**src/hw/rtl/gga_pkg.sv**
```systemverilog
// ----------------------------------------------------------------------------
// gga_pkg
// constants, character codes and helper functions for the gga fix parser
// ----------------------------------------------------------------------------
package gga_pkg;

   localparam int COORD_FRACTION_DIGITS_DEFAULT = 4;

   localparam logic [26:0] LAT_MAX = 27'd99999999;
   localparam logic [29:0] LON_MAX = 30'd999999999;
   localparam logic [6:0]  SEC_MAX = 7'd99;

   localparam logic [1:0] STATUS_OK        = 2'd0;
   localparam logic [1:0] STATUS_BAD_HEM   = 2'd1;
   localparam logic [1:0] STATUS_NON_DIGIT = 2'd2;

   localparam logic [7:0] CH_ZERO  = 8'h30;
   localparam logic [7:0] CH_NINE  = 8'h39;
   localparam logic [7:0] CH_COMMA = 8'h2C;
   localparam logic [7:0] CH_DOT   = 8'h2E;
   localparam logic [7:0] CH_N     = 8'h4E;
   localparam logic [7:0] CH_S     = 8'h53;
   localparam logic [7:0] CH_E     = 8'h45;
   localparam logic [7:0] CH_W     = 8'h57;

   // powers of ten up to 10^6
   function automatic logic [19:0] pow10(input logic [2:0] idx);
      logic [19:0] v;
      case (idx)
         3'd0:    v = 20'd1;
         3'd1:    v = 20'd10;
         3'd2:    v = 20'd100;
         3'd3:    v = 20'd1000;
         3'd4:    v = 20'd10000;
         3'd5:    v = 20'd100000;
         3'd6:    v = 20'd1000000;
         default: v = 20'd0;
      endcase
      return v;
   endfunction

endpackage

```
**src/hw/rtl/nmea_gga_fix_parser.sv**
```systemverilog
// ----------------------------------------------------------------------------
// nmea_gga_fix_parser
// character-serial parser for gga sentences: time, latitude and longitude
// ----------------------------------------------------------------------------
// a result is presented from the result register after the character that
//   completes it has passed the input register; a pending result that is
//   not yet taken stalls the transfer in between
// throughput: one character per cycle while rsp_ready is high
// reset: synchronous, active high; parser goes idle and waits for a start
// ----------------------------------------------------------------------------
module nmea_gga_fix_parser
   import gga_pkg::*;
#(
   parameter int COORD_FRACTION_DIGITS = COORD_FRACTION_DIGITS_DEFAULT
) (
   input  logic        clock,
   input  logic        reset,
   input  logic        req_valid,
   output logic        req_ready,
   input  logic        req_start_req,
   input  logic [7:0]  req_char_in,
   output logic        rsp_valid,
   input  logic        rsp_ready,
   output logic [6:0]  rsp_hour,
   output logic [6:0]  rsp_minute,
   output logic [6:0]  rsp_second,
   output logic [19:0] rsp_microsecond,
   output logic [26:0] rsp_latitude,
   output logic [29:0] rsp_longitude,
   output logic        rsp_north,
   output logic        rsp_east,
   output logic [1:0]  rsp_status
);

   localparam int FRAC_DIGITS = (COORD_FRACTION_DIGITS > 6) ? 6 : COORD_FRACTION_DIGITS;
   localparam logic [2:0] FRAC_LAST = 3'(FRAC_DIGITS - 1);
   localparam logic [2:0] FRAC_NUM  = 3'(FRAC_DIGITS);

   localparam logic [3:0] PH_IDLE     = 4'd0;
   localparam logic [3:0] PH_HEADER   = 4'd1;
   localparam logic [3:0] PH_HHMM     = 4'd2;
   localparam logic [3:0] PH_SEC_INT  = 4'd3;
   localparam logic [3:0] PH_SEC_FRAC = 4'd4;
   localparam logic [3:0] PH_LAT_INT  = 4'd5;
   localparam logic [3:0] PH_LAT_FRAC = 4'd6;
   localparam logic [3:0] PH_LAT_HEM  = 4'd7;
   localparam logic [3:0] PH_LAT_SEP  = 4'd8;
   localparam logic [3:0] PH_LON_INT  = 4'd9;
   localparam logic [3:0] PH_LON_FRAC = 4'd10;
   localparam logic [3:0] PH_LON_HEM  = 4'd11;
   localparam logic [3:0] PH_DONE     = 4'd12;

   // input register
   logic       in_valid_ff;
   logic       in_start_ff;
   logic [7:0] in_char_ff;

   // parser state
   logic [3:0]  phase_ff, phase_in;
   logic [2:0]  tpos_ff, tpos_in;
   logic [6:0]  hour_ff, hour_in;
   logic [6:0]  minute_ff, minute_in;
   logic [6:0]  sec_ff, sec_in;
   logic [19:0] micro_ff, micro_in;
   logic [2:0]  fcount_ff, fcount_in;
   logic [26:0] lat_ff, lat_in;
   logic [29:0] lon_ff, lon_in;
   logic        north_ff, north_in;

   // result register
   logic        rsp_valid_ff;
   logic [6:0]  rsp_hour_ff, rsp_minute_ff, rsp_second_ff;
   logic [19:0] rsp_micro_ff;
   logic [26:0] rsp_lat_ff;
   logic [29:0] rsp_lon_ff;
   logic        rsp_north_ff, rsp_east_ff;
   logic [1:0]  rsp_status_ff;

   logic        advance;
   logic        is_dig;
   logic [3:0]  digit;
   logic        emit;
   logic        emit_east;
   logic [1:0]  emit_status;

   logic [10:0] hm_sum;
   logic [9:0]  sec_sum;
   logic [23:0] int_add;
   logic [23:0] frac_add;
   logic [23:0] micro_add;
   logic [30:0] lat_int_sum;
   logic [33:0] lon_int_sum;
   logic [30:0] lat_frac_sum;
   logic [30:0] lon_frac_sum;

   assign advance   = in_valid_ff && (!rsp_valid_ff || rsp_ready);
   assign req_ready = !in_valid_ff || advance;

   assign is_dig = in_char_ff inside {[CH_ZERO:CH_NINE]};
   assign digit  = is_dig ? 4'(in_char_ff - CH_ZERO) : 4'd0;

   // digit accumulate datapaths
   always_comb begin
      hm_sum       = ((tpos_ff < 3'd2) ? 11'(hour_ff) : 11'(minute_ff)) * 11'd10
                     + 11'(digit);
      sec_sum      = 10'(sec_ff) * 10'd10 + 10'(digit);
      int_add      = 24'(digit) * 24'(pow10(FRAC_NUM));
      frac_add     = 24'(digit) * 24'(pow10(FRAC_LAST - fcount_ff));
      micro_add    = 24'(digit) * 24'(pow10(3'd5 - fcount_ff));
      lat_int_sum  = 31'(lat_ff) * 31'd10 + 31'(int_add);
      lon_int_sum  = 34'(lon_ff) * 34'd10 + 34'(int_add);
      lat_frac_sum = 31'(lat_ff) + 31'(frac_add);
      lon_frac_sum = 31'(lon_ff) + 31'(frac_add);
   end

   always_comb begin
      phase_in    = phase_ff;
      tpos_in     = tpos_ff;
      hour_in     = hour_ff;
      minute_in   = minute_ff;
      sec_in      = sec_ff;
      micro_in    = micro_ff;
      fcount_in   = fcount_ff;
      lat_in      = lat_ff;
      lon_in      = lon_ff;
      north_in    = north_ff;
      emit        = 1'b0;
      emit_east   = 1'b0;
      emit_status = STATUS_OK;
      if (in_start_ff) begin
         // new sentence: clear everything, this character is header
         tpos_in   = '0;
         hour_in   = '0;
         minute_in = '0;
         sec_in    = '0;
         micro_in  = '0;
         fcount_in = '0;
         lat_in    = '0;
         lon_in    = '0;
         north_in  = 1'b0;
         phase_in  = (in_char_ff == CH_COMMA) ? PH_HHMM : PH_HEADER;
      end else begin
         case (phase_ff)
            PH_HEADER: begin
               if (in_char_ff == CH_COMMA) phase_in = PH_HHMM;
            end
            PH_HHMM: begin
               if (!is_dig) begin
                  emit        = 1'b1;
                  emit_status = STATUS_NON_DIGIT;
               end else begin
                  if (tpos_ff < 3'd2) hour_in = hm_sum[6:0];
                  else minute_in = hm_sum[6:0];
                  tpos_in = tpos_ff + 3'd1;
                  if (tpos_ff >= 3'd3) phase_in = PH_SEC_INT;
               end
            end
            PH_SEC_INT: begin
               if (in_char_ff == CH_DOT) begin
                  phase_in  = PH_SEC_FRAC;
                  fcount_in = '0;
               end else if (!is_dig) begin
                  emit        = 1'b1;
                  emit_status = STATUS_NON_DIGIT;
               end else begin
                  sec_in = (sec_sum > 10'(SEC_MAX)) ? SEC_MAX : sec_sum[6:0];
               end
            end
            PH_SEC_FRAC: begin
               if (in_char_ff == CH_COMMA) begin
                  phase_in  = PH_LAT_INT;
                  fcount_in = '0;
               end else if (!is_dig) begin
                  emit        = 1'b1;
                  emit_status = STATUS_NON_DIGIT;
               end else if (fcount_ff < 3'd6) begin
                  micro_in  = micro_ff + micro_add[19:0];
                  fcount_in = fcount_ff + 3'd1;
               end
            end
            PH_LAT_INT: begin
               if (in_char_ff == CH_DOT) begin
                  phase_in  = PH_LAT_FRAC;
                  fcount_in = '0;
               end else if (!is_dig) begin
                  emit        = 1'b1;
                  emit_status = STATUS_NON_DIGIT;
               end else begin
                  lat_in = (lat_int_sum > 31'(LAT_MAX)) ? LAT_MAX : lat_int_sum[26:0];
               end
            end
            PH_LAT_FRAC: begin
               if (in_char_ff == CH_COMMA) begin
                  phase_in = PH_LAT_HEM;
               end else if (!is_dig) begin
                  emit        = 1'b1;
                  emit_status = STATUS_NON_DIGIT;
               end else if (fcount_ff < FRAC_NUM) begin
                  lat_in    = (lat_frac_sum > 31'(LAT_MAX)) ? LAT_MAX : lat_frac_sum[26:0];
                  fcount_in = fcount_ff + 3'd1;
               end
            end
            PH_LAT_HEM: begin
               north_in = (in_char_ff == CH_N);
               if (in_char_ff inside {CH_N, CH_S}) begin
                  phase_in = PH_LAT_SEP;
               end else begin
                  emit        = 1'b1;
                  emit_status = STATUS_BAD_HEM;
               end
            end
            PH_LAT_SEP: begin
               phase_in = PH_LON_INT;
            end
            PH_LON_INT: begin
               if (in_char_ff == CH_DOT) begin
                  phase_in  = PH_LON_FRAC;
                  fcount_in = '0;
               end else if (!is_dig) begin
                  emit        = 1'b1;
                  emit_status = STATUS_NON_DIGIT;
               end else begin
                  lon_in = (lon_int_sum > 34'(LON_MAX)) ? LON_MAX : lon_int_sum[29:0];
               end
            end
            PH_LON_FRAC: begin
               if (in_char_ff == CH_COMMA) begin
                  phase_in = PH_LON_HEM;
               end else if (!is_dig) begin
                  emit        = 1'b1;
                  emit_status = STATUS_NON_DIGIT;
               end else if (fcount_ff < FRAC_NUM) begin
                  lon_in    = (lon_frac_sum > 31'(LON_MAX)) ? LON_MAX : lon_frac_sum[29:0];
                  fcount_in = fcount_ff + 3'd1;
               end
            end
            PH_LON_HEM: begin
               emit = 1'b1;
               if (in_char_ff == CH_E) begin
                  emit_east = 1'b1;
               end else if (in_char_ff != CH_W) begin
                  emit_status = STATUS_BAD_HEM;
               end
            end
            default: begin
               phase_in = phase_ff;
            end
         endcase
         if (emit) phase_in = PH_DONE;
      end
   end

   // input register
   always_ff @(posedge clock) begin
      if (reset) begin
         in_valid_ff <= 1'b0;
      end else if (req_valid && req_ready) begin
         in_valid_ff <= 1'b1;
      end else if (advance) begin
         in_valid_ff <= 1'b0;
      end
      if (req_valid && req_ready) begin
         in_start_ff <= req_start_req;
         in_char_ff  <= req_char_in;
      end
   end

   // parser state
   always_ff @(posedge clock) begin
      if (reset) begin
         phase_ff  <= PH_IDLE;
         tpos_ff   <= '0;
         hour_ff   <= '0;
         minute_ff <= '0;
         sec_ff    <= '0;
         micro_ff  <= '0;
         fcount_ff <= '0;
         lat_ff    <= '0;
         lon_ff    <= '0;
         north_ff  <= 1'b0;
      end else if (advance) begin
         phase_ff  <= phase_in;
         tpos_ff   <= tpos_in;
         hour_ff   <= hour_in;
         minute_ff <= minute_in;
         sec_ff    <= sec_in;
         micro_ff  <= micro_in;
         fcount_ff <= fcount_in;
         lat_ff    <= lat_in;
         lon_ff    <= lon_in;
         north_ff  <= north_in;
      end
   end

   // result register
   always_ff @(posedge clock) begin
      if (reset) begin
         rsp_valid_ff <= 1'b0;
      end else if (advance && emit) begin
         rsp_valid_ff <= 1'b1;
      end else if (rsp_ready) begin
         rsp_valid_ff <= 1'b0;
      end
      if (advance && emit) begin
         rsp_hour_ff   <= hour_ff;
         rsp_minute_ff <= minute_ff;
         rsp_second_ff <= sec_ff;
         rsp_micro_ff  <= micro_ff;
         rsp_lat_ff    <= lat_ff;
         rsp_lon_ff    <= lon_ff;
         rsp_north_ff  <= north_ff;
         rsp_east_ff   <= emit_east;
         rsp_status_ff <= emit_status;
      end
   end

   assign rsp_valid       = rsp_valid_ff;
   assign rsp_hour        = rsp_hour_ff;
   assign rsp_minute      = rsp_minute_ff;
   assign rsp_second      = rsp_second_ff;
   assign rsp_microsecond = rsp_micro_ff;
   assign rsp_latitude    = rsp_lat_ff;
   assign rsp_longitude   = rsp_lon_ff;
   assign rsp_north       = rsp_north_ff;
   assign rsp_east        = rsp_east_ff;
   assign rsp_status      = rsp_status_ff;

   // a result always leaves the parser waiting for the next start
   a_emit_done: assert property (@(posedge clock) disable iff (reset)
      (advance && emit && !in_start_ff) |=> (phase_ff == PH_DONE))
      else $error("parser not done after result");

   // accumulators stay within their saturation limits
   a_sat: assert property (@(posedge clock) disable iff (reset)
      (lat_ff <= LAT_MAX) && (lon_ff <= LON_MAX) && (sec_ff <= SEC_MAX))
      else $error("accumulator beyond saturation limit");

   // an east result is only ever ok
   a_east_ok: assert property (@(posedge clock) disable iff (reset)
      (rsp_valid_ff && rsp_east_ff) |-> (rsp_status_ff == STATUS_OK))
      else $error("east flag on error result");

   // no result is produced from idle or done
   a_no_emit_idle: assert property (@(posedge clock) disable iff (reset)
      (in_valid_ff && !in_start_ff && (phase_ff == PH_IDLE || phase_ff == PH_DONE))
      |-> !emit)
      else $error("result from idle parser");

   // a pending result never gets overwritten
   a_hold: assert property (@(posedge clock) disable iff (reset)
      (rsp_valid_ff && !rsp_ready) |=> (rsp_valid_ff && $stable(rsp_status_ff)))
      else $error("pending result lost");

endmodule
```
**config.mk**
```make
export PLATFORM = sky130hd
export DESIGN_NAME = nmea_gga_fix_parser
export DESIGN_NICKNAME = d
export VERILOG_FILES = /design/src/hw/rtl/gga_pkg.sv /design/src/hw/rtl/nmea_gga_fix_parser.sv
export SDC_FILE = /design/constraint.sdc
export NUM_CORES = 1
export LEC_CHECK = 0
export BUFFER_PORTS_ARGS = -buffer_cell sky130_fd_sc_hd__buf_2
export CORE_ASPECT_RATIO = 0.7
export CORE_UTILIZATION = 45
export CTS_CLUSTER_DIAMETER = 40
export DETAILED_ROUTE_END_ITERATION = 7
export GPL_ROUTABILITY_DRIVEN = 0
export GPL_TIMING_DRIVEN = 0
export PLACE_DENSITY_LB_ADDON = 0.12
export SLEW_MARGIN = 15
export SYNTH_ARGS = -nofsm -noshare
export SYNTH_HDL_FRONTEND = slang
export SYNTH_SLANG_ARGS = --single-unit
```
**constraint.sdc**
```tcl
create_clock -name clock -period 10.6 [get_ports clock]
set_clock_uncertainty 0.2 [all_clocks]
set_input_delay 2.12 -clock clock [delete_from_list [all_inputs] [get_ports clock]]
set_output_delay 2.12 -clock clock [all_outputs]
set_load 0.02 [all_outputs]
```
Yosys cells after proc, flatten, opt, wreduce, memory -nomap -nowiden
Cells that the tools add are included.

cells by class
  order comparisons = 11
  equal/unequal tests = 58
  add/subtract/negate cells = 12
  multiplexer cells = 87
  bitwise logic cells = 1
  multipliers = 7
  shift-type cells = 0
  reductions and logical operators = 38
  div/mod/pow operators = 0

operators with widths
  cell                                                                    number
  20-bit case mux with 7 select lines                                     2
  30-bit 2-to-1 mux                                                       8
  27-bit 2-to-1 mux                                                       8
  20-bit 2-to-1 mux                                                       5
  7-bit 2-to-1 mux                                                        14
  30-bit case mux with 2 select lines                                     1
  27-bit case mux with 2 select lines                                     1
  4-bit 2-to-1 mux                                                        13
  4-bit != test, second input constant                                    12
  4-bit case mux with 10 select lines                                     1
  34-bit by 18-bit adder with 34-bit output                               1
  34-bit by 30-bit > comparator with 1-bit output, second input constant  1
  30-bit by 3-bit multiplier with 33-bit output, second input constant    1
  3-bit 2-to-1 mux                                                        11
  3-bit != test, second input constant                                    11
  30-bit by 24-bit adder with 31-bit output                               1
  31-bit by 18-bit adder with 31-bit output                               1
  31-bit by 27-bit > comparator with 1-bit output, second input constant  1
  31-bit by 30-bit > comparator with 1-bit output, second input constant  1
  27-bit by 3-bit multiplier with 30-bit output, second input constant    1
  27-bit by 24-bit adder with 28-bit output                               1
  28-bit by 27-bit > comparator with 1-bit output, second input constant  1
  8-bit by 7-bit equality test with 1-bit output, second input constant   3
  4-bit by 20-bit multiplier with 24-bit output                           1
  other kinds (51)                                                        113

storage, ports and cells
  memories kept = 0
  ROM bits = 0
  bits in latches = 0
  bits in writable memories = 0
  input port bits = 13
  output and inout bits = 104
  bits in registers = 222

Logic depth before layout (Yosys ltp)
Gate-level depths: netlist of run 1.

  depth in word-level cells = 12
  mapped depth = 39
  depth with buffers taken out = 35

Worst setup path after synthesis of run 1
OpenSTA, ideal clock, no wires.

  kind = reg-to-reg
  start point = register in_char_ff[7]
  end point = register lon_ff[0]
  slack = 1.635 ns
  arrival time = 8.648 ns
  library setup time = 0.117 ns
  clock period less this slack = 8.965 ns
  stages on the path, launching flop included = 38
  buffers on the path = 4
  cells stage by stage = edfxtp_1 > and4bb_2 > and2_1 > clkbuf_1 > nand2_1 > inv_1 > clkbuf_1 > nand3_1 > fa_1 > fa_1 > inv_1 > fa_1 > a21o_1 > a21oi_1 > o21bai_1 > a21oi_1 > o21bai_1 > a21oi_1 > [... 2 more ...] > a21oi_1 > xnor2_1 > ha_1 > a21oi_1 > o21ai_0 > or4_1 > a31o_1 > a41o_4 > a221o_1 > mux2i_1 > a32oi_1 > nand2b_1 > o41ai_2 > nand2b_1 > buf_4 > buf_8 > o211ai_1 > nand2_1

between the ends
  word-level cells in the longest chain between the ends = 12
  elaborated cells between the ends (all ways) = 26
  classes of those cells = add/sub (2); mul (2); order compare (4); eq/ne (6); mux (10); reduce/logical (2)

ends and longest elaborated chain
  item                                                                                                                            line                        RTL
  start, declared                                                                                                                 nmea_gga_fix_parser.sv:56   logic [7:0] in_char_ff;
  start signal, assigned                                                                                                          nmea_gga_fix_parser.sv:264  in_char_ff <= req_char_in;
  8-bit by 6-bit greater-or-equal comparator with 1-bit output or 8-bit by 6-bit <= comparator with 1-bit output (tied branches)  nmea_gga_fix_parser.sv:99   assign is_dig = in_char_ff inside {[CH_ZERO:CH_NINE]};
  1-bit logical AND                                                                                                               nmea_gga_fix_parser.sv:99
  4-bit 2-to-1 mux                                                                                                                nmea_gga_fix_parser.sv:100  assign digit = is_dig ? 4'(in_char_ff - CH_ZERO) : 4'd0;
  4-bit by 20-bit multiplier with 24-bit output                                                                                   nmea_gga_fix_parser.sv:108  frac_add = 24'(digit) * 24'(pow10(FRAC_LAST - fcount_ff));
  30-bit by 24-bit adder with 31-bit output                                                                                       nmea_gga_fix_parser.sv:113  lon_frac_sum = 31'(lon_ff) + 31'(frac_add);
  31-bit by 30-bit > comparator with 1-bit output                                                                                 nmea_gga_fix_parser.sv:233  lon_in = (lon_frac_sum > 31'(LON_MAX)) ? LON_MAX : lon_frac_sum[29:0];
  30-bit 2-to-1 mux                                                                                                               nmea_gga_fix_parser.sv:233
  30-bit 2-to-1 mux                                                                                                               nmea_gga_fix_parser.sv:232  end else if (fcount_ff < FRAC_NUM) begin
  30-bit 2-to-1 mux                                                                                                               nmea_gga_fix_parser.sv:229  end else if (!is_dig) begin
  30-bit 2-to-1 mux                                                                                                               nmea_gga_fix_parser.sv:227  if (in_char_ff == CH_COMMA) begin
  30-bit case mux with 2 select lines                                                                                             nmea_gga_fix_parser.sv:143  case (phase_ff)
  30-bit 2-to-1 mux                                                                                                               nmea_gga_fix_parser.sv:130  if (in_start_ff) begin
  end signal, assigned                                                                                                            nmea_gga_fix_parser.sv:290  lon_ff <= lon_in;
  end, declared                                                                                                                   nmea_gga_fix_parser.sv:67   logic [29:0] lon_ff, lon_in;

Parallel ways exist; a longest one is shown, timed or not. The select of a mux whose other input is x is not followed.
A chain may end at the register's enable or synchronous reset.

Final worst setup path of run 1
  start point = register in_char_ff[2]
  end point = register lon_ff[4]

The elaborated chain is that of the path after synthesis.

==> results.yml, run 1 <==
routing:
  top_layer: "met5"
  drc_errors: 0
  viasPerCell: 5.848
  routed-wl-met2_mm: 27.63
  finalWirelength_mm: 66.36
  via_count: 20330
  detailedRoute.firstPassIterationCount: 6
  drt-wirelength-per-cell_um: 19.09
  route.antenna.remaining_nets: 0
  routedLengthMet1_mm: 31.81
  drt_iter0_drc: 1564
  met3RoutedLength_mm: 5.241
critical_path:
  arrival_ps: 10420
  criticalPathCategory: "register to register"
  timing.rr.end: "lon_ff[4]"
  critPathMostFrequentCell: "sky130_fd_sc_hd__nand2_1"
  cp_max_fo: 12
  r2r-start: "in_char_ff[2]"
  critPathMaxStageDelay_ps: 770
  start_kind: "register"
  end_kind: "register"
  worst_ep_required_time_ps: 10920
  timing.critical_path.slowest_stage_cell: "sky130_fd_sc_hd__buf_1"
  regToRegSetupSlack_ps: 500
  reg2regPathDepth: 33
hold_path:
  min_path_cells: 0
  hp-start: "north_ff"
  whs_endpoint: "rsp_north"
  hp-class: "register to register"
logic_synthesis:
  synth_flop_cell: "sky130_fd_sc_hd__edfxtp_1"
  synth.ff_latch_count: 222
  synth_edf_count: 111
  synthesis.nets: 3009
  synthesis.yosys.warnings: 0
  total_standard_cell_area_after_synthesis_um2: 22630
  synth_largest_type_area_fraction_pct: 15.92
  synth.area.top_cells: "sky130_fd_sc_hd__ha_1 16%, sky130_fd_sc_hd__edfxtp_1 15%, sky130_fd_sc_hd__dfxtp_1 9.8%"
  yosys.area.top_type: "sky130_fd_sc_hd__ha_1"
  synthesis.instances: 2626
  synth_cell_types: 100
  asr_flop_ratio_synth_pct: 0
  average_cell_area_after_synthesis_um2: 8.618
  synth_sequential_area_ratio_pct: 24.55
floorplanning:
  floorplan.die_area_um2: 51210
  chip_width_um: 270.0
  die_y_um: 189.6
  ios: 117
  core_region_area_um2: 49430
  floorplan.initialDensity_pct: 45.78
  row_count: 68
clocking:
  clock_insertion_delay_worst_skew_ps: 580
  clock-root-buffer: "sky130_fd_sc_hd__clkbuf_16"
  cts_max_level: 2
  numCtsBuffers: 38
  clkTransAtPathRegs_ps: 60
  ctsLongestPathBuffers: 3
  cts_tree: "yes"
  cts.sink_count: 222
power:
  vdd_drop_max_mv: 0.08863
  power.share.sequential_pct: 39.7
  switching_power_w: 0.0006305
  power.density_cell_area_nw_per_um2: 90.49
  cellLeakagePower_nw: 11.78
  cell_internal_pwr_w: 0.001669
  comb_power_share_pct: 5.9
  power.switching_fraction_pct: 27.42
  power.clock.fraction_pct: 54.4
timing:
  setup_slack_after_layout_ps: 501.1
  hold_violation_count_in_the_final_report: 0
  min_period_over_period_pct: 95.27
  slew-limit-headroom_pct: 22.69
  max_freq_ghz: 0.09902
  final.hold.worst_slack_ps: 235.5
  report.final.setup_viol: 0
  rsz0062_at_grt: "false"
  final.min_clock_period_ps: 10100
  finalMaxSlewViolations: 0
  worst-slew-pin-transition_ps: 1151
cells_and_area:
  antennaDiodeCount: 0
  num-nets-final: 3164
  fillerInstances: 4684
  postLayoutCoreUtil_pct: 51.40
  layout-drive-gt1-share_pct: 9.178
  fin_area_um2: 25410
  syn_to_final_growth_pct: 12.27
grt:
  grt_remaining_overflow: 0
  grt_max_degree: 60
  grt_overall_usage_pct: 25.84
  grt_first_pass_wirelength_mm: 105.6
  grt_pass1_vias: 19460
  antenna_violations_before_repair: 1
status:
  outcome: "finished, final reports clean"
place:
  place_area_um2: 24080
  pre_cts_slack_ps: -217.3
  port_buffers: 116
  detailedPlacementHpwl_mm: 53.60
run:
  cap_viol_max_count: 0
-- cell usage after synthesis (all sizes together) (9+ instances only) --
cell    count
ha        288
nor2      237
nand2     220
a21oi     211
inv       194
o21ai     134
xnor2     132
dfxtp     111
edfxtp    111
fa         82
a21o       77
clkbuf     65
nand3      55
xor2       51
nor2b      44
nor3       39
a31oi      37
o21a       36
nand2b     31
a211oi     27
and2       27
mux2i      27
and3       25
nand4      22
o211ai     22
o31ai      20
or3        20
o21bai     19
a221oi     17
a22oi      17
o221ai     17
nor3b      16
buf        15
nor4       14
or2        12
a211o       9
a31o        9
o22ai       9
-- cells in the final DEF, fill, tap and decap left out, types with 9 or more instances in the layout --
cell type                     n
sky130_fd_sc_hd__o22ai_1      9
sky130_fd_sc_hd__or3_1       20
sky130_fd_sc_hd__o31ai_1     19
sky130_fd_sc_hd__nand4_1     22
sky130_fd_sc_hd__a21oi_1    211
sky130_fd_sc_hd__nand2_1    220
sky130_fd_sc_hd__a221oi_1    17
sky130_fd_sc_hd__dfxtp_1    111
sky130_fd_sc_hd__nand2b_1    31
sky130_fd_sc_hd__clkbuf_1    62
sky130_fd_sc_hd__edfxtp_1   111
sky130_fd_sc_hd__a211o_1      9
sky130_fd_sc_hd__o221ai_1    11
sky130_fd_sc_hd__inv_1      191
sky130_fd_sc_hd__nor2b_1     44
sky130_fd_sc_hd__o211ai_1    21
sky130_fd_sc_hd__or2_2       12
sky130_fd_sc_hd__o21ai_1     10
sky130_fd_sc_hd__nor3b_1     16
sky130_fd_sc_hd__xnor2_1    131
sky130_fd_sc_hd__buf_2      119
sky130_fd_sc_hd__o21ai_0    122
sky130_fd_sc_hd__fa_1        82
sky130_fd_sc_hd__and2_1      25
sky130_fd_sc_hd__a211oi_1    26
sky130_fd_sc_hd__inv_6       11
sky130_fd_sc_hd__nand3_1     55
sky130_fd_sc_hd__nor3_1      39
sky130_fd_sc_hd__a21o_1      77
sky130_fd_sc_hd__a31oi_1     37
sky130_fd_sc_hd__a22oi_1     17
sky130_fd_sc_hd__xor2_1      51
sky130_fd_sc_hd__nor4_1      12
sky130_fd_sc_hd__clkbuf_16   38
sky130_fd_sc_hd__and3_1      25
sky130_fd_sc_hd__o21bai_1    19
sky130_fd_sc_hd__ha_1       288
sky130_fd_sc_hd__o21a_1      36
sky130_fd_sc_hd__nor2_1     236
sky130_fd_sc_hd__mux2i_1     27
-- state kept, by name, indices dropped and copies added, names as in the netlist, 3 cells and up --
| signal | cells |
|---|---|
| sec_ff | 7 |
| hour_ff | 7 |
| rsp_latitude | 27 |
| tpos_ff | 3 |
| fcount_ff | 3 |
| in_char_ff | 8 |
| rsp_microsecond | 20 |
| rsp_minute | 7 |
| rsp_second | 7 |
| minute_ff | 7 |
| phase_ff | 4 |
| lon_ff | 30 |
| rsp_hour | 7 |
| rsp_longitude | 30 |
| lat_ff | 27 |
| micro_ff | 20 |
-- power groups by stage --
| stage | clock [W] | combinational (W) | sequential (W) |
|---|---|---|---|
| after floorplan | 0 | 0.0000792 | 0.000939 |
| after global placement | 0 | 0.000130 | 0.000933 |
| after detailed placement | 0 | 0.000132 | 0.000932 |
| after CTS | 0.00128 | 0.000133 | 0.000914 |
| after global routing | 0.00131 | 0.000148 | 0.000914 |
| final | 0.00125 | 0.000135 | 0.000914 |
-- critical path: cells and delay by family (launching register included) --
| family | cells | cell delay, ps |
|---|---|---|
| AND/OR/NAND/NOR | 9 | 1670 |
| adder cells (fa/ha/maj) | 4 | 1900 |
| AO/OA/AOI/OAI | 11 | 3230 |
| buffers and inverters | 8 | 2290 |
| flip-flops | 1 | 480 |
| multiplexers | 1 | 250 |
-- through the flow --
| step | power [W] | TNS (ps) | std cells |
|---|---|---|---|
| floorplan | 0.001018 | 0 | 2626 |
| global placement | 0.001063 | -20090 | 3407 |
| detailed placement | 0.001064 | -2118 | 3408 |
| CTS | 0.002323 | 0 | 3477 |
| global route | 0.002374 | 0 | 3476 |
| finish | 0.002299 | 0 | 3476 |
-- kinds of logic after synthesis --
| family | share of synthesized area, % |
|---|---|
| adder cells (fa/ha/maj) | 23.27 |
| XOR/XNOR | 7.082 |
| buffers and inverters | 4.727 |
| AO/OA/AOI/OAI | 21.91 |
| flip-flops | 24.55 |
| AND/OR/NAND/NOR | 16.87 |
| multiplexers | 1.592 |
-- per-layer routing --
layer | GRT usage (%) | vias to the layer above
met5 | 0 | -
met4 | 7.517 | 2
met3 | 5.806 | 113
met2 | 38.83 | 620
met1 | 36.86 | 9722
li1 | - | 9872
-- area by class of cell --
class | instances | area (um^2) | area share [%]
Tap cell | 665 | 832.0 | 3.275
Inverter | 195 | 737.0 | 2.900
Multi-Input combinational cell | 2129 | 16040 | 63.14
Timing Repair Buffer | 118 | 615.6 | 2.423
Buffer | 77 | 342.8 | 1.349
Clock inverter | 29 | 320.3 | 1.261
Clock buffer | 41 | 962.2 | 3.787
Sequential cell | 222 | 5555 | 21.86
-- how the worst max path moves through the flow --
stage                  startpoint         end  slack (ps)  cells past startpoint
finish              in_char_ff[2]   lon_ff[4]         500                     33
global route        in_char_ff[2]  lon_ff[24]          60                     33
global placement    in_char_ff[7]   lon_ff[0]        -650                     37
detailed placement  in_char_ff[7]   lon_ff[0]        -220                     36
CTS                 in_char_ff[7]   lon_ff[0]          60                     37
floorplan           in_char_ff[7]   lon_ff[0]        1630                     37
-- repair_timing --
action / CTS / global route
buffers inserted: 0 / 1
gates resized for setup: 3 / 10
pin swaps: 0 / 1
setup endpoints to repair: 27 / 45
hold buffers: 0 / 0
(Power assumes the default switching activity.)
==> run 2: changes to the inputs <==
- RECOVER_POWER: default -> 100
==> run 2 against run 1 <==
Effect of this change: the run now ends with max-capacitance violations, max-slew violations left; via count up 0.15%; non-clock buffer count unchanged; utilization shrank 0.39 points; critical path type unchanged; clock-buffer cell count did not move; cell count did not move; largest power group unchanged; first-iteration DRC count grew 10%; sequential share of layout area increased by 0.17 points; combinational power barely moved; wire length hardly changed; worst hold slack about the same; sequential cell count unchanged; critical endpoint is now lon_ff[29].
==> results.yml, run 2 (synthesis gave the netlist of run 1 again) <==
status:
  outcome: "complete, but fails checks"
  failed_checks: "max-capacitance violations, max-slew violations"
critical_path:
  critPathMostFrequentCell: "sky130_fd_sc_hd__a21oi_1"
  critPathMaxStageDelay_ps: 910
  start_kind: "register"
  reg2regPathDepth: 34
  crit_path_start: "in_char_ff[6]"
  arrival_ps: 10360
  cp_max_fo: 22
  worst_ep_required_time_ps: 10860
  criticalPathCategory: "register to register"
  timing.rr.end: "lon_ff[29]"
  end_kind: "register"
  timing.critical_path.slowest_stage_cell: "sky130_fd_sc_hd__inv_1"
  worst_setup_path_endpoint: "lon_ff[29]"
  r2r-start: "in_char_ff[6]"
  regToRegSetupSlack_ps: 500
routing:
  route.antenna.remaining_nets: 0
  detailedRoute.firstPassIterationCount: 6
  finalWirelength_mm: 66.42
  drt-wirelength-per-cell_um: 19.11
  viasPerCell: 5.857
  via_count: 20360
  drc_errors: 0
  drt_iter0_drc: 1725
timing:
  hold_violation_count_in_the_final_report: 0
  min_period_over_period_pct: 95.27
  final.hold.worst_slack_ps: 235.2
  worst-slew-pin-transition_ps: 3217
  final.min_clock_period_ps: 10100
  rsz0062_at_grt: "false"
  finalMaxSlewViolations: 105
  max_freq_ghz: 0.09902
  slew-limit-headroom_pct: -114.5
  report.final.setup_viol: 0
  totalNegativeSetupSlack_ps: 0
floorplanning:
  core_region_area_um2: 49430
  floorplan.die_area_um2: 51210
  ios: 117
  chip_width_um: 270.0
  row_count: 68
  die_y_um: 189.6
  floorplan.initialDensity_pct: 45.78
clocking:
  clock-root-buffer: "sky130_fd_sc_hd__clkbuf_16"
  cts_tree: "yes"
  clock_insertion_delay_worst_skew_ps: 580
  ctsLongestPathBuffers: 3
  numCtsBuffers: 38
  cts.sink_count: 222
  clkTransAtPathRegs_ps: 60
  cts_max_level: 2
grt:
  grt_max_degree: 60
  grt_first_pass_wirelength_mm: 105.6
  grt_remaining_overflow: 0
  grt_overall_usage_pct: 25.84
  grt_pass1_vias: 19460
  antenna_violations_before_repair: 1
cells_and_area:
  fin_area_um2: 25220
  layout_commonest_cell: "sky130_fd_sc_hd__ha_1"
  syn_to_final_growth_pct: 11.43
  layout-drive-gt1-share_pct: 5.229
  num-nets-final: 3164
  commonest_non_fill_non_tap_cells_in_the_layout: "288 x sky130_fd_sc_hd__ha_1, 236 x sky130_fd_sc_hd__nor2_1, 220 x sky130_fd_sc_hd__nand2_1"
  antennaDiodeCount: 0
power:
  power.density_cell_area_nw_per_um2: 91.14
  cellLeakagePower_nw: 11.47
  vdd_drop_max_mv: 0.08867
place:
  detailedPlacementHpwl_mm: 53.60
  port_buffers: 116
  place_area_um2: 24080
hold_path:
  hp-class: "register to register"
run:
  cap_viol_max_count: 2
[run 2: changes by cell type in the layout (fill, tap and decap cells not counted), sizes merged]
| cell | previous run | this run |
|---|---|---|
| inv | 214 | 213 |
| clkinvlp | 3 | 4 |
| buf | 132 | 23 |
| clkbuf | 104 | 213 |
[run 2: how the worst min path moves through the flow]
| stage | end | slack (ps) | startpoint | cells past startpoint |
|---|---|---|---|---|
| after detailed placement | rsp_north | 220 | north_ff | 0 |
| after floorplan | rsp_hour[6] | 210 | hour_ff[6] | 0 |
| after global routing | rsp_minute[6] | 250 | minute_ff[6] | 0 |
| after global placement | rsp_north | 220 | north_ff | 0 |
| final | rsp_north | 240 | north_ff | 0 |
| after CTS | rsp_north | 240 | north_ff | 0 |
[run 2: final cells by class]
class / instances / area (um^2)
clock inverters: 29 / 320.3
repair buffers: 118 / 460.4
multi-input cells: 2129 / 16010
well taps: 665 / 832.0
clock buffers: 41 / 962.2
inverters: 195 / 733.2
plain buffers: 77 / 342.8
fillers: 4744 / 24220
flip-flops and latches: 222 / 5555
[run 2: power breakdown]
group	leakage [nW]	total, W	internal (W)	switching (W)
registers	1.94	0.000915	0.000908	0.00000679
logic	8.90	0.000133	0.0000365	0.0000962
clock network	0.624	0.00125	0.000723	0.000528
total	11.5	0.00230	0.00167	0.000631
[run 2: per-layer routing]
| layer | track usage [%] | up-vias | share of wire [%] |
|---|---|---|---|
| met3 | 5.806 | 113 | 7.7 |
| met5 | 0 | - | 0.020 |
| met1 | 36.86 | 9748 | 48 |
| met2 | 38.83 | 627 | 42 |
| li1 | - | 9870 | - |
| met4 | 7.517 | 2 | 2.5 |
[run 2: timing repair]
item                                   in CTS  in global routing
pin swaps                                   0                  1
endpoints found under the hold margin       0                  0
buffers inserted                            0                  1
hold buffers                                0                  0
gates resized for setup                     3                 10
setup endpoints to repair                  27                 45
[run 2: metrics by stage]
step           worst slack, ps  utilization [%]  total power (W)  instances
6_report                 501.1            51.01         0.002298       3476
5_1_grt                  39.18            51.01         0.002373       3476
4_1_cts                  63.99            51.33         0.002323       3477
3_5_place_dp            -217.3            48.72         0.001064       3408
3_3_place_gp            -654.7            48.64         0.001063       3407
2_1_floorplan             1635                -         0.001018       2626
[run 2: worst max-delay path: cells and delay by family (launching register included)]
kind | cells | cell delay [ps]
and+or+nand+nor | 8 | 2380
AOI/OAI and AO/OA | 17 | 3970
xor gates and xnor gates | 1 | 210
DFF | 1 | 420
adders and majority gates | 3 | 1320
buffers and inverters | 4 | 1340
muxes | 1 | 160
